**src/design/rbpb_pkg.sv**
```systemverilog
`timescale 1ns / 1ps
package rbpb_pkg;

  typedef enum logic [1:0] {
    OP_START = 2'd0,
    OP_BYTE  = 2'd1,
    OP_READ  = 2'd2,
    OP_NONE  = 2'd3
  } opcode_e;

  typedef enum logic [1:0] {
    PH_LEAD  = 2'd0,
    PH_VALUE = 2'd1,
    PH_COUNT = 2'd2
  } phase_e;

  typedef enum logic [1:0] {
    REG_ORIGIN_X    = 2'd0,
    REG_ORIGIN_Y    = 2'd1,
    REG_WIDTH_PX    = 2'd2,
    REG_HEIGHT_ROWS = 2'd3
  } reg_idx_e;

  typedef enum logic [2:0] {
    ST_CLEAR = 3'd0,
    ST_IDLE  = 3'd1,
    ST_EXEC  = 3'd2,
    ST_DRAW  = 3'd3,
    ST_RESP  = 3'd4
  } state_e;

  localparam logic [7:0] ESCAPE_CODE     = 8'h76;
  localparam logic [7:0] WIDTH_PX_RST    = 8'd128;
  localparam logic [6:0] HEIGHT_ROWS_RST = 7'd64;

  localparam int PADDR_W = 4;
  localparam int PDATA_W = 32;

  typedef struct packed {
    logic [6:0] origin_x;
    logic [5:0] origin_y;
    logic [7:0] width_px;
    logic [6:0] height_rows;
  } cfg_t;

  typedef struct packed {
    logic take;
    logic exec;
    logic draw;
    logic clear;
    logic load_out;
  } dp_cmd_t;

  typedef struct packed {
    logic clear_last;
    logic draw_start;
    logic draw_last;
    logic out_free;
  } dp_stat_t;

endpackage

```
**src/design/rbpb_ctrl.sv**
```systemverilog
`timescale 1ns / 1ps
module rbpb_ctrl (
  input  logic               clk_i,
  input  logic               rst_ni,
  input  logic               in_valid_i,
  output logic               in_ready_o,
  input  rbpb_pkg::dp_stat_t stat_i,
  output rbpb_pkg::dp_cmd_t  cmd_o
);
  import rbpb_pkg::*;

  state_e state_q;
  state_e state_d;

  always_ff @(posedge clk_i or negedge rst_ni) begin
    if (!rst_ni) begin
      state_q <= ST_CLEAR;
    end else begin
      state_q <= state_d;
    end
  end

  always_comb begin
    state_d    = state_q;
    cmd_o      = '0;
    in_ready_o = 1'b0;
    case (state_q)
      ST_CLEAR: begin
        cmd_o.clear = 1'b1;
        if (stat_i.clear_last) begin
          state_d = ST_IDLE;
        end
      end
      ST_IDLE: begin
        in_ready_o = 1'b1;
        if (in_valid_i) begin
          cmd_o.take = 1'b1;
          state_d    = ST_EXEC;
        end
      end
      ST_EXEC: begin
        cmd_o.exec = 1'b1;
        state_d    = stat_i.draw_start ? ST_DRAW : ST_RESP;
      end
      ST_DRAW: begin
        cmd_o.draw = 1'b1;
        if (stat_i.draw_last) begin
          state_d = ST_RESP;
        end
      end
      ST_RESP: begin
        if (stat_i.out_free) begin
          cmd_o.load_out = 1'b1;
          state_d        = ST_IDLE;
        end
      end
      default: state_d = ST_IDLE;
    endcase
  end

endmodule

```
**config.mk**
```make
export PLATFORM = sky130hd
export DESIGN_NAME = rbpb_ctrl
export DESIGN_NICKNAME = d
export VERILOG_FILES = /design/src/design/rbpb_pkg.sv /design/src/design/rbpb_ctrl.sv
export SDC_FILE = /design/constraint.sdc
export NUM_CORES = 1
export LEC_CHECK = 0
export ABC_AREA = 1
export BUFFER_PORTS_ARGS = -buffer_cell sky130_fd_sc_hd__buf_4
export CORE_AREA = 2 2 39 41
export CTS_CLUSTER_SIZE = 28
export DETAILED_ROUTE_END_ITERATION = 10
export DIE_AREA = 0 0 41 43
export SYNTH_ARGS = -nofsm -noshare
export SYNTH_HDL_FRONTEND = slang
export SYNTH_SLANG_ARGS = --single-unit
```
**constraint.sdc**
```tcl
create_clock -name clk_i -period 3.2 [get_ports clk_i]
set_input_delay 0.64 -clock clk_i [delete_from_list [all_inputs] [get_ports clk_i]]
set_output_delay 0.64 -clock clk_i [all_outputs]
set_load 0.01 [all_outputs]
```
==> reports/metrics.cfg <==
[route]
ant_nets = 0
viasPerCell = 3.88
drt-wirelength-per-cell_um = 7.16
post-route-drc-count = 0
drt-initial-drc-count = 0
routed_wl_um = 523
routed-via-count = 283
drt_first_pass_iters = 1

[floorplan]
initial_core_util = 0.175
rows = 14
die_w_um = 41
io_pins = 13
core_area_sq_um = 1380
die_y_um = 43
die_area_sq_um = 1760

[yosys]
synth_top_area_frac = 0.309
syn_nets = 48
avgSynthCellArea_sq_um = 5.92
synth_cell_types = 12
synth_largest_area_cell = dfrtp_1
synthTopCellsByCount = nand2_1, inv_1, nor2_1
synth_async_sr_flop_share = 1.00
synth_flop_cell = dfrtp_1
yosysSeqAreaShare = 0.309
synth_seq_cells = 3
synthMostInstantiatedCell = nand2_1
synth_edf_count = 0
yosysWarnings = 0
syn-cell-area_sq_um = 243
syn_inst = 41
synthTopCellsByArea = dfrtp_1, nand2_1, inv_1

[worst_setup_path]
startpoint_type = flop
r2r_slack_ps = 2070
slowest_delay_ps = 410
critPathKind = flop to primary output
endpoint_kind = primary output
crit_fanout = 5
worst_ep_required_time_ps = 2560
crit_chain = nor2_1 -> inv_1 -> nor3_1 -> buf_4
slowest_stage = dfrtp_1
arrival_ps = 1230

[pwr]
p_leak_nw = 0.232
ir_drop_mv = 0.376
p_total_w = 0.000367
power.density_nw_per_um2 = 968

[placement]
dp_hpwl_um = 441
dp_slack_ps = 1500
portBuffers = 12
gp_congestion = 0.834
place_inst = 69

[sta]
tightest_slew_ps = 230
rsz0062_at_grt = false
fmaxAchievable_mhz = 534
relSlewSlack = 0.846
period_share = 0.585
hold_viol = 0
drv_slew = 0
finalWorstSetupSlack_ps = 1330
setup_tns_ps = 0
skew_ps = 1.88
finalSetupViolCount = 0
fin_crit_ps = 1870

[clock_network]
clk_root_buffer_cell = clkbuf_4
cts_buffers = 3
clkSinkCount = 3
cts_tree = done
path_clk_slew_ps = 40
clk_path_buf_depth = 2
cts_resized = 0
cts_setup_buffers = 0
holdBufCountCts = 0
h-tree-depth = 1
clkLatencyLatePin_ps = 230

[global_route]
antenna_found_initial = 0
grt_first_pass_wirelength_um = 779
grt_max_degree = 7
grt_pass1_vias = 221
grt_overflow = 0
grt_usage = 0.0716

[layout]
antenna_cells = 0
nets = 65
finalNonFillerCells = 73
area_growth_pct = 56.2
reg.largest.list = state_q x3
final_util = 0.274
final_layout_size_suffix_gt1_frac = 0.368
regMostFlops = state_q
largest_reg_flops = 3

[worst_hold_path]
hold_class = primary input to asynchronous set/reset pin

[run_status]
status = finished clean

[job]
cap_violations = 0

-- cells by family after synthesis --
kind of cell / share of synthesized area
compound gates: 0.0618
flops: 0.309
buf+inv: 0.155
simple gates: 0.474
-- path summary, 6_finish.rpt --
path	cells past startpoint	startpoint	to
min in group clk_i	2	state_q[0]	state_q[0]
worst min register to register	2	state_q[0]	state_q[0]
worst min-delay path	1	rst_ni	state_q[0]
max in group asynchronous	1	rst_ni	state_q[1]
worst max register to register	6	state_q[0]	state_q[0]
worst max-delay path	4	state_q[0]	cmd_o[0]
-- stage by stage --
step | hold WS, ps | area (sq um)
final | 185 | 379
after global routing | 170 | 379
after CTS | 180 | 379
after detailed placement | 430 | 353
after global placement | 430 | 353
after floorplan | 344 | 243
-- layout by cell type (no fill, tap or decap) --
cell type | netlist | final
clkbuf_4 | 0 | 3
clkbuf_1 | 0 | 1
a21oi_1 | 1 | 1
nand3_1 | 3 | 3
dfrtp_1 | 3 | 3
nand2_1 | 10 | 10
buf_4 | 0 | 12
nor2_1 | 6 | 6
inv_2 | 1 | 1
o21ai_0 | 2 | 2
nor2_2 | 2 | 2
nand3_2 | 1 | 1
inv_1 | 9 | 9
nor3_1 | 1 | 1
nand2_2 | 2 | 2
-- metal layers --
metal / part of all wire / GRT usage
met1: 0.45 / 0.0782
met4: 0.029 / 0.0800
met5: 0 / 0
met3: 0.069 / 0.0314
met2: 0.45 / 0.0906
-- layout make-up --
class | count | area [sq um]
inverters | 10 | 37.5
multi-input cells | 28 | 130
fillers | 167 | 1000
well taps | 16 | 20.0
flip-flops and latches | 3 | 75.1
clock buffers | 4 | 26.3
repair buffers | 12 | 90.1
-- critical path: cells and delay by family, from the launching register on --
| kind | cells | cell delay [ps] |
|---|---|---|
| DFF | 1 | 410 |
| and+or+nand+nor | 2 | 340 |
| buffers and inverters | 2 | 250 |
-- report_power, final --
group	switching (W)	internal (W)
Sequential	0.0000258	0.0000577
Clock	0.0000198	0.0000467
Combinational	0.000124	0.0000933
Power figures use the tool's default switching activity.
