===== config.mk =====
export PLATFORM = sky130hd
export DESIGN_NAME = rbpb_regs
export DESIGN_NICKNAME = d
export VERILOG_FILES = /design/src/design/rbpb_pkg.sv /design/src/design/rbpb_regs.sv
export SDC_FILE = /design/constraint.sdc
export NUM_CORES = 1
export LEC_CHECK = 0
export ABC_AREA = 1
export BUFFER_PORTS_ARGS = -buffer_cell sky130_fd_sc_hd__buf_2
export CAP_MARGIN = 20
export CELL_PAD_IN_SITES_DETAIL_PLACEMENT = 0
export CELL_PAD_IN_SITES_GLOBAL_PLACEMENT = 2
export CORE_UTILIZATION = 24
export DETAILED_ROUTE_END_ITERATION = 8
export PLACE_DENSITY_LB_ADDON = 0.2
export SLEW_MARGIN = 20
export SYNTH_ARGS = -nofsm -noshare
export SYNTH_HDL_FRONTEND = slang
export SYNTH_SLANG_ARGS = --single-unit

===== constraint.sdc =====
create_clock -name clk_i -period 1.3 [get_ports clk_i]
set_clock_uncertainty 0.05 [all_clocks]
set_input_delay 0.26 -clock clk_i [delete_from_list [all_inputs] [get_ports clk_i]]
set_output_delay 0.26 -clock clk_i [all_outputs]
set_load 0.01 [all_outputs]

===== src/design/rbpb_pkg.sv =====
`timescale 1ns / 1ps
package rbpb_pkg;

  typedef enum logic [1:0] {
    OP_START = 2'd0,
    OP_BYTE  = 2'd1,
    OP_READ  = 2'd2,
    OP_NONE  = 2'd3
  } opcode_e;

  typedef enum logic [1:0] {
    PH_LEAD  = 2'd0,
    PH_VALUE = 2'd1,
    PH_COUNT = 2'd2
  } phase_e;

  typedef enum logic [1:0] {
    REG_ORIGIN_X    = 2'd0,
    REG_ORIGIN_Y    = 2'd1,
    REG_WIDTH_PX    = 2'd2,
    REG_HEIGHT_ROWS = 2'd3
  } reg_idx_e;

  typedef enum logic [2:0] {
    ST_CLEAR = 3'd0,
    ST_IDLE  = 3'd1,
    ST_EXEC  = 3'd2,
    ST_DRAW  = 3'd3,
    ST_RESP  = 3'd4
  } state_e;

  localparam logic [7:0] ESCAPE_CODE     = 8'h76;
  localparam logic [7:0] WIDTH_PX_RST    = 8'd128;
  localparam logic [6:0] HEIGHT_ROWS_RST = 7'd64;

  localparam int PADDR_W = 4;
  localparam int PDATA_W = 32;

  typedef struct packed {
    logic [6:0] origin_x;
    logic [5:0] origin_y;
    logic [7:0] width_px;
    logic [6:0] height_rows;
  } cfg_t;

  typedef struct packed {
    logic take;
    logic exec;
    logic draw;
    logic clear;
    logic load_out;
  } dp_cmd_t;

  typedef struct packed {
    logic clear_last;
    logic draw_start;
    logic draw_last;
    logic out_free;
  } dp_stat_t;

endpackage


===== src/design/rbpb_regs.sv =====
`timescale 1ns / 1ps
module rbpb_regs (
  input  logic                          clk_i,
  input  logic                          rst_ni,
  input  logic                          psel,
  input  logic                          penable,
  input  logic                          pwrite,
  input  logic [rbpb_pkg::PADDR_W-1:0]  paddr,
  input  logic [rbpb_pkg::PDATA_W-1:0]  pwdata,
  output logic [rbpb_pkg::PDATA_W-1:0]  prdata,
  output logic                          pready,
  output rbpb_pkg::cfg_t                cfg_o
);
  import rbpb_pkg::*;

  cfg_t     cfg_q;
  cfg_t     cfg_d;
  reg_idx_e idx;
  logic     wr_en;

  assign idx    = reg_idx_e'(paddr[3:2]);
  assign wr_en  = psel && penable && pwrite;
  assign pready = 1'b1;
  assign cfg_o  = cfg_q;

  always_comb begin
    cfg_d = cfg_q;
    if (wr_en) begin
      case (idx)
        REG_ORIGIN_X:    cfg_d.origin_x    = pwdata[6:0];
        REG_ORIGIN_Y:    cfg_d.origin_y    = pwdata[5:0];
        REG_WIDTH_PX:    cfg_d.width_px    = pwdata[7:0];
        REG_HEIGHT_ROWS: cfg_d.height_rows = pwdata[6:0];
        default: ;
      endcase
    end
  end

  always_comb begin
    case (idx)
      REG_ORIGIN_X:    prdata = PDATA_W'(cfg_q.origin_x);
      REG_ORIGIN_Y:    prdata = PDATA_W'(cfg_q.origin_y);
      REG_WIDTH_PX:    prdata = PDATA_W'(cfg_q.width_px);
      REG_HEIGHT_ROWS: prdata = PDATA_W'(cfg_q.height_rows);
      default:         prdata = '0;
    endcase
  end

  always_ff @(posedge clk_i or negedge rst_ni) begin
    if (!rst_ni) begin
      cfg_q.origin_x    <= '0;
      cfg_q.origin_y    <= '0;
      cfg_q.width_px    <= WIDTH_PX_RST;
      cfg_q.height_rows <= HEIGHT_ROWS_RST;
    end else begin
      cfg_q <= cfg_d;
    end
  end

endmodule


==> results.cfg <==
[status]
status = complete, but fails checks
violations = negative setup slack

[hold_path]
hp-start = pwdata[7]
holdCritPathClass = primary input to flop
whs_path_depth = 3

[layout]
drive_gt1_share_pct = 41.1
nFillCells = 753
final_common_cell = nand2_1
diodes = 0
nets = 327
layout_common_cells = nand2_1, buf_2, buf_4
syn_to_final_growth_pct = 41.9
largest_reg_flops = 28

[clock_network]
cts_inserted_buffers = 3
root_buffer = clkbuf_8
max-clock-path-buffers = 2
cts_tree = done
cts.reportedPaths.clkPinSlew_ns = 0.10
htree_levels = 1
clock_sinks = 28
clock_latency_ns = 0.28

[floorplanning]
die_y_um = 85.4
die_w_um = 85.4
coreArea_um2 = 6760
die-area_um2 = 7300
row_count = 30
ios = 102
start_util_pct = 24.7

[sta]
rsz0062_at_grt = yes
final_max_slew_viol_count = 0
setup_ws_ns = -0.0780
period_minus_slack_ns = 1.38
max_freq_ghz = 0.726
tns_ns = -0.483
post-route-period-util_pct = 106
hold_viol_final = 0
whs_ns = 0.124
finalSetupViolCount = 9

[routing]
ant_nets = 0
avgViaCountPerCell = 4.06
wirelength_mm = 4.78
drtIter0Drc = 41
post-route-drc-count = 0
vias = 1483
firstDrtPassIters = 4
wl_per_cell_um = 13.1

[worst_setup_path]
worstSetupPathType = flop to output port
start_kind = flop
worstPathCellList = inv_2 -> nor2_2 -> buf_2
critPathRequiredTime_ns = 0.99
r2r_cells = 4
rr_startpoint = cfg_o[0]
cp_max_fo = 3
worstSetupEndpointType = output port
critPathMaxStageDelay_ns = 0.57
arrival_ns = 1.07
startpoint = cfg_o[14]
cp_slowest_cell = dfstp_2

[pwr]
p_int_mw = 2.08
combPwrFrac_pct = 38.1
p_sw_mw = 1.00
seq_power_share_pct = 38.4
swShare_pct = 32.5
peakVddDrop_mv = 0.397
pwr-share-clk_pct = 23.4
p_leak_nw = 1.36
p_per_area_nw_per_um2 = 1300

[flow_run]
cap_violations = 0

[global_routing]
grt_pass1_vias = 1453
grt_overflow = 0
gr-max-usage-layer = met2
grt_max_degree = 29
grt_usage_pct = 13.5
grt_pass1_wl_mm = 7.51
grtUsageMet3_pct = 3.21
grt_util_met1_pct = 17.9
grt_antenna_before_repair = 0
grtUsageMet2_pct = 23.0

[logic_synthesis]
yosysTopAreaCell = dfrtp_1
syn_area_um2 = 1670
ys_ff_latch = 28
avgSynthCellArea_um2 = 8.31
synthTopCellsByArea = dfrtp_1, nand2_1, buf_4
ys_seq_area_share_pct = 42.1
synth_top_area_share_pct = 39.0
synthCells = 201
synthDistinctLibCells = 18
ys_warn_count = 0

[placement]
place.gp.congestion = 0.754
io_buffers = 50
hpwl_mm = 3.54
kinds of logic after synthesis:
group | Yosys count | share of synthesized area, %
buf+inv | 36 | 16.0
flops | 28 | 42.1
other cells | 2 | 0.450
simple gates | 135 | 41.5
per-layer routing:
layer | up-vias | part of all wire (%)
met1 | 689 | 46
li1 | 743 | -
met4 | 0 | 0.40
met5 | - | 0
met3 | 2 | 5.4
met2 | 49 | 48
cell usage after synthesis, drive strengths merged:
master and n:
nand2 102, buf 29, dfrtp 26, nand3 20
inv 7, nor2 7, nand4 6, conb 2
dfstp 2
what timing repair did:
action,4_1_cts,5_1_grt
hold buffers,1,0
endpoints found under the hold margin,26,0
gates cloned,0,0
setup buffers,22,3
pin swaps,14,7
endpoints found under the setup margin,8,23
gates resized for setup,1,25
final timing paths:
path / to / slack [ns]
setup / recovery: prdata[7] / -0.08
hold / removal: cfg_o[14] / 0.12
setup reg to reg: cfg_o[0] / 0.42
hold reg to reg: cfg_o[14] / 0.44
max in group asynchronous: cfg_o[6] / 0.55
min in group asynchronous: cfg_o[13] / 0.40
power by group through the flow:
stage / Sequential [mW] / Clock (mW) / Combinational, mW
global placement: 1.24 / 0 / 0.768
global route: 1.21 / 0.768 / 1.29
finish: 1.18 / 0.723 / 1.17
CTS: 1.17 / 0.745 / 1.04
floorplan: 1.28 / 0 / 0.388
detailed placement: 1.24 / 0 / 0.777
worst max-delay path: cells and delay by family, from the launching register on:
family / cells / cell delay [ns]
buf+inv: 2 / 0.16
flops: 1 / 0.57
simple gates: 1 / 0.06
per-stage QoR:
step	instance area [µm²]	utilization (%)	power [mW]	cells	setup WS (ns)
finish	2370	35.1	3.08	365	-0.0780
global route	2370	35.1	3.27	365	-0.140
CTS	2230	33.0	2.96	362	-0.0995
detailed placement	1980	29.3	2.02	335	-0.0362
global placement	1980	29.3	2.01	335	-0.0497
floorplan	1760	-	1.67	224	0.208
layout make-up:
| type | instances | area [µm²] | area share [%] |
|---|---|---|---|
| inverter | 7 | 41.3 | 1.74 |
| timing repair buffer | 86 | 652 | 27.5 |
| clock buffer | 3 | 41.3 | 1.74 |
| multi-input combinational | 160 | 802 | 33.8 |
| tap | 80 | 100 | 4.22 |
| sequential | 28 | 703 | 29.7 |
| clock inverter | 1 | 30.0 | 1.27 |
Power figures use the tool's default switching activity.
